File: src/design/bbrs_pkg.sv
`default_nettype none
package bbrs_pkg;

	localparam int SRC_WIDTH_DEF  = 256;
	localparam int SRC_HEIGHT_DEF = 256;
	localparam int FRAC_BITS_DEF  = 16;

	localparam int STEP_W     = 20;
	localparam int OFF_W      = 8;
	localparam int COORD_W    = 12;
	localparam int PIX_W      = 8;
	localparam int PW         = STEP_W + COORD_W;
	localparam int CFG_IDX_W  = 3;
	localparam int CFG_DATA_W = 20;

	// weights carry 14 fraction bits; 15 bits leave headroom
	localparam int WBITS    = 14;
	localparam int WW       = WBITS + 1;
	// quotient numerator after the pre-shift, and its divide-by-6 reciprocal
	localparam int VW       = 17;
	localparam int RECIP_W  = 16;
	localparam int RECIP6   = 43691;
	localparam int RECIP_SH = 18;
	localparam int ACC_W    = 40;

	localparam logic [STEP_W-1:0] STEP_RESET = 20'd65536;

	localparam logic [CFG_IDX_W-1:0] CFG_STEP_X   = 3'd0;
	localparam logic [CFG_IDX_W-1:0] CFG_STEP_Y   = 3'd1;
	localparam logic [CFG_IDX_W-1:0] CFG_OFFSET_X = 3'd2;
	localparam logic [CFG_IDX_W-1:0] CFG_OFFSET_Y = 3'd3;

	localparam logic OP_WRITE   = 1'b0;
	localparam logic OP_COMPUTE = 1'b1;

	typedef struct packed {
		logic               op;
		logic [COORD_W-1:0] col;
		logic [COORD_W-1:0] row;
		logic [PIX_W-1:0]   red_in;
		logic [PIX_W-1:0]   green_in;
		logic [PIX_W-1:0]   blue_in;
	} item_t;

	typedef struct packed {
		logic [PIX_W-1:0] red_out;
		logic [PIX_W-1:0] green_out;
		logic [PIX_W-1:0] blue_out;
	} result_t;

	typedef enum logic [2:0] {
		ST_IDLE, ST_MAP, ST_MUL, ST_WGT, ST_TAP, ST_DRAIN, ST_FIN
	} state_t;

	typedef enum logic [2:0] {
		MOP_NONE, MOP_FSQ, MOP_FLO, MOP_FHI, MOP_GSQ, MOP_GLO, MOP_GHI
	} mop_t;

	typedef struct packed {
		logic       wr;
		logic       load;
		logic       map;
		mop_t       mop;
		logic       axis;
		logic       num_en;
		logic [1:0] num_idx;
		logic       div_en;
		logic [1:0] div_idx;
		logic       tap_en;
		logic [1:0] tap_m;
		logic [1:0] tap_n;
		logic       finish;
	} cmd_t;

	typedef struct packed {
		logic out_busy;
	} sts_t;

endpackage
`default_nettype wire

File: src/design/bbrs_ctrl.sv
`default_nettype none
module bbrs_ctrl (
	input  wire logic          clk,
	input  wire logic          arst_n,
	input  wire logic          item_valid,
	input  wire logic          item_op,
	output logic               item_stall,
	input  wire bbrs_pkg::sts_t sts,
	output bbrs_pkg::cmd_t     cmd
);

	bbrs_pkg::state_t state_q, state_d;
	logic [3:0] cnt_q, cnt_d;
	logic       axis_q, axis_d;

	always_ff @(posedge clk or negedge arst_n) begin
		if (!arst_n) begin
			state_q <= bbrs_pkg::ST_IDLE;
			cnt_q   <= '0;
			axis_q  <= 1'b0;
		end else begin
			state_q <= state_d;
			cnt_q   <= cnt_d;
			axis_q  <= axis_d;
		end
	end

	always_comb begin
		cmd        = '0;
		state_d    = state_q;
		cnt_d      = cnt_q;
		axis_d     = axis_q;
		item_stall = 1'b1;
		unique case (state_q)
			bbrs_pkg::ST_IDLE: begin
				item_stall = 1'b0;
				if (item_valid) begin
					if (item_op == bbrs_pkg::OP_COMPUTE) begin
						cmd.load = 1'b1;
						state_d  = bbrs_pkg::ST_MAP;
					end else begin
						cmd.wr = 1'b1;
					end
				end
			end
			bbrs_pkg::ST_MAP: begin
				cmd.map = 1'b1;
				cnt_d   = '0;
				axis_d  = 1'b0;
				state_d = bbrs_pkg::ST_MUL;
			end
			bbrs_pkg::ST_MUL: begin
				cmd.axis = axis_q;
				unique case (cnt_q[2:0])
					3'd0: cmd.mop = bbrs_pkg::MOP_FSQ;
					3'd1: cmd.mop = bbrs_pkg::MOP_FLO;
					3'd2: cmd.mop = bbrs_pkg::MOP_FHI;
					3'd3: cmd.mop = bbrs_pkg::MOP_GSQ;
					3'd4: cmd.mop = bbrs_pkg::MOP_GLO;
					default: cmd.mop = bbrs_pkg::MOP_GHI;
				endcase
				if (cnt_q == 4'd5) begin
					cnt_d   = '0;
					state_d = bbrs_pkg::ST_WGT;
				end else begin
					cnt_d = cnt_q + 4'd1;
				end
			end
			bbrs_pkg::ST_WGT: begin
				// numerator for tap i overlaps the divide of tap i-1
				cmd.axis    = axis_q;
				cmd.num_en  = (cnt_q < 4'd4);
				cmd.num_idx = cnt_q[1:0];
				cmd.div_en  = (cnt_q != 4'd0);
				cmd.div_idx = cnt_q[1:0] - 2'd1;
				if (cnt_q == 4'd4) begin
					cnt_d = '0;
					if (axis_q) begin
						state_d = bbrs_pkg::ST_TAP;
					end else begin
						axis_d  = 1'b1;
						state_d = bbrs_pkg::ST_MUL;
					end
				end else begin
					cnt_d = cnt_q + 4'd1;
				end
			end
			bbrs_pkg::ST_TAP: begin
				cmd.tap_en = 1'b1;
				cmd.tap_m  = cnt_q[3:2];
				cmd.tap_n  = cnt_q[1:0];
				if (cnt_q == 4'd15) begin
					cnt_d   = '0;
					state_d = bbrs_pkg::ST_DRAIN;
				end else begin
					cnt_d = cnt_q + 4'd1;
				end
			end
			bbrs_pkg::ST_DRAIN: begin
				if (cnt_q == 4'd1) begin
					cnt_d   = '0;
					state_d = bbrs_pkg::ST_FIN;
				end else begin
					cnt_d = cnt_q + 4'd1;
				end
			end
			bbrs_pkg::ST_FIN: begin
				if (!sts.out_busy) begin
					cmd.finish = 1'b1;
					state_d    = bbrs_pkg::ST_IDLE;
				end
			end
			default: begin
				state_d = bbrs_pkg::ST_IDLE;
			end
		endcase
	end

	a_compute_starts: assert property (@(posedge clk) disable iff (!arst_n)
		(state_q == bbrs_pkg::ST_IDLE && item_valid && item_op == bbrs_pkg::OP_COMPUTE)
		|=> state_q == bbrs_pkg::ST_MAP)
		else $error("compute beat did not start mapping");

	a_taps_sixteen: assert property (@(posedge clk) disable iff (!arst_n)
		(state_q == bbrs_pkg::ST_TAP && cnt_q == 4'd15) |=> state_q == bbrs_pkg::ST_DRAIN)
		else $error("tap sweep did not end after sixteen reads");

endmodule
`default_nettype wire

File: config.mk
export PLATFORM = sky130hd
export DESIGN_NAME = bbrs_ctrl
export DESIGN_NICKNAME = d
export VERILOG_FILES = /design/src/design/bbrs_pkg.sv /design/src/design/bbrs_ctrl.sv
export SDC_FILE = /design/constraint.sdc
export NUM_CORES = 1
export LEC_CHECK = 0
export ABC_CLOCK_PERIOD_IN_PS = 4700
export BUFFER_PORTS_ARGS = -buffer_cell sky130_fd_sc_hd__buf_2
export CORE_MARGIN = 2
export CORE_UTILIZATION = 54
export DETAILED_ROUTE_END_ITERATION = 8
export MAX_ROUTING_LAYER = met4
export PLACE_DENSITY = 0.93
export SYNTH_ARGS = -nofsm -noshare
export SYNTH_HDL_FRONTEND = slang
export SYNTH_SLANG_ARGS = --single-unit
File: constraint.sdc
create_clock -name clk -period 4.7 [get_ports clk]
set_input_delay 0.705 -clock clk [delete_from_list [all_inputs] [get_ports clk]]
set_output_delay 0.705 -clock clk [all_outputs]
set_load 0.01 [all_outputs]
==> results.md <==
* Outcome: completed
* Overall die area at about 0.0019 mm²
* Worst Tran Pin Value at 0.487 ns
* Slew headroom at 0.675
* Worst-skew pair later-pin latency at between 0.2 and 0.3 ns
* Final design area excluding fillers at 933 µm²
* Ranking of synthesized cells by area: dfrtp_1 24%, ha_1 7.6%, mux2_4 5.5%
* Detailed router's first-iteration violation count at 29
* Global-route congestion overflow total at 0
* Half-perimeter wire length after placement at ~1.3 mm
* DP Area at 911 µm²
* Routability congestion estimate from global placement at a little under 0.9
* Part of the cycle the worst path needs at 0.505
* Vias after detailed routing at between 700 and 800
* Die boundary height at 43.1 µm
* Antenna Cells at 0
* Startpoint types: flip-flop
* R2r startpoint: cnt_q[0]
* Cells resized by post-CTS repair at 0
* First-pass GRT wire length at approximately 2.8 mm
* Crit end category: output port
* Worst reg-to-reg path cell count at 6
* Area added between synthesis and finish at 13.2%
* WL/cell at around 13 µm
* Final routed DRC violation total at 0
* Final count of hold timing violations at 0
* Data required time at the worst endpoint at ~4.0 ns
* Total Wirelength at between 1.5 and 2 mm
* # H-tree levels at 1
* CP Class: reg2out
* Cell type contributing the most total cell area after synthesis: dfrtp_1
* First-pass iteration count of the detailed router at 4
* Sequence of cells on the critical path: inv_1, ha_1, nor3_1, o31a_2, buf_2
* I/O pin count at 25
* Final number of setup-violating endpoints at 0
* Commonest non-fill, non-tap cell in the layout: buf_2
* Capture instance of the worst register-to-register path: state_q[1]
* Core Footprint at around 0.0015 mm²
* Post-route minimum period at 2.37 ns
* Total Nets Final at around 130
* Final clock skew at between 0.015 and 0.02 ns
* Power density over the cells at roughly 660 mW/mm²
* Vias in the first global route at approximately 630
* Maximum Capacitance Violations at 0
* Top cell type's share of synthesized area at 0.243
* Highest-delay cell along the critical path: dfrtp_1
* Minimum setup slack in the final design at between 2 and 2.5 ns
* Number of cell rows at 14
* Synthesized cell area at between 800 and 900 µm²
* Final non-filler cell total at approximately 130
* Post-synth net total at around 110
* Number of buffers added to fix hold violations after cts at 0
* Maximum cell stage delay along the critical path at about 0.47 ns
* Final total power at a little over 0.6 mW
* Top fanout value on the critical path at 9
* Number of cells in the design after placement at roughly 130
* Setup Slack @ Placement at about 2.6 ns
* Count of filler cells inserted in the layout at roughly 120
* CTS sink count at 8
* Fraction of final layout cells with drive strength greater than 1 at 0.345
* Post-route worst hold slack at between 0.2 and 0.3 ns
* CTS tree: built
* Longest Clk Path Bufs at 2
* Post-Syn Instances at 95
* Distinct cell type count after synthesis at 37
* GRT Resource Usage Total at 0.201
* Initial standard-cell utilization of the core at 0.560
* Input/output buffers at 24
* Final Util at 0.634
* Post-route ant nets at 0
* Routed via count divided by cell count at between 5 and 6
* Final Slew Violations at 0
* Arr. time, crit path at 1.67 ns
* Worst-case register-to-register setup slack at about 2.7 ns
* Highest Clock Rate at between 400 and 500 MHz
* Summed negative setup slack over all endpoints at 0 ns
* LEAKAGE at 0.492 nW
* CTS buffer count at 3
* Part of the Yosys area used for sequential elements at 0.243
* Worst hold path type: in2async
* Mean Syn Cell Area at ~8.7 µm²
* Cell at the root of the clock tree: clkbuf_4
* Setup repair after global routing missed its margin: no
* Peak ir drop on the vdd network at 0.451 mV
* Register clock-pin slew on the reported worst setup and hold paths at 0.07 ns
* Post-CTS Setup Inserts at 0
* Count of state elements after synthesis at 8
* Top library cells by usage in the layout, fill and taps aside: 24 x buf_2, 10 x nand2_1, 9 x nor2_1, 8 x dfrtp_1
* Ys Warns at 0
* Width of the chip at between 40 and 50 µm
* Antenna violations before repair at 0
* Pin count of the biggest net entering global routing at 16
-- critical path, delay by kind of cell, from the launching register on --
kind                       cells  cell delay [ns]
buffers and inverters          2             0.29
DFF                            1             0.47
AOI/OAI and AO/OA              1             0.28
and+or+nand+nor                1             0.08
adders and majority gates      1             0.28
-- metal layers --
metal / track usage / part of all wire
met1: 0.276 / 0.45
met2: 0.306 / 0.48
met3: 0.0638 / 0.062
met4: 0.0182 / 0.0047
met5: - / 0
-- cell usage after synthesis --
cell type	instances
nand3_2	1
nand3_1	2
a211o_1	1
dfrtp_1	8
nor2_1	9
inv_1	6
o311ai_0	1
a21oi_1	5
o2bb2ai_2	1
a32o_2	1
buf_4	2
a22oi_1	1
xor2_1	1
nand3b_1	3
nor2b_1	2
nor3_4	1
nand2b_1	1
clkbuf_2	1
and2_1	4
nor3b_2	1
and2_2	1
o21ai_0	2
nor3b_1	2
ha_1	5
mux2_4	3
mux2_2	1
a31oi_1	2
nor3_1	6
o31a_2	1
and3_1	1
nand2_1	10
nor3b_4	1
or2b_1	1
buf_6	3
o22ai_1	2
nand3b_4	1
o21a_1	1
-- worst max-delay path by stage --
| stage | endpoint | slack, ns | start | cells after the start |
|---|---|---|---|---|
| final | cmd[15] | 2.33 | cnt_q[0] | 5 |
| after global routing | cmd[11] | 2.20 | state_q[0] | 3 |
| after CTS | cmd[8] | 2.33 | state_q[0] | 3 |
| after detailed placement | cmd[15] | 2.62 | cnt_q[0] | 5 |
| after global placement | cmd[15] | 2.67 | cnt_q[0] | 5 |
| after floorplan | cmd[15] | 2.82 | cnt_q[0] | 4 |
-- where the power goes --
group	leakage, nW	internal [mW]	total (mW)	switching [mW]
clock network	0.0138	0.0293	0.0547	0.0254
registers	0.101	0.0945	0.165	0.0706
logic	0.378	0.187	0.392	0.205
total	0.492	0.311	0.612	0.301
-- flip-flops by register name (all words and copies together), names as in the netlist --
register and count:
state_q 3, axis_q 1, cnt_q 4
-- logic make-up after synthesis --
group                      count (synthesis)  synth area share
AOI/OAI and AO/OA                         18             0.156
xor gates and xnor gates                   1            0.0106
adders and majority gates                  5            0.0759
buffers and inverters                     12            0.0925
DFF                                        8             0.243
muxes                                      4            0.0683
and+or+nand+nor                           47             0.354
-- cell type report --
| cell class | count | area, µm² | area share |
|---|---|---|---|
| repair buffers | 24 | 120 | 0.129 |
| clock buffers | 3 | 22.5 | 0.0241 |
| well taps | 16 | 20.0 | 0.0214 |
| flip-flops and latches | 8 | 200 | 0.214 |
| multi-input cells | 75 | 548 | 0.587 |
| inverters | 6 | 22.5 | 0.0241 |
(Power assumes the default switching activity.)
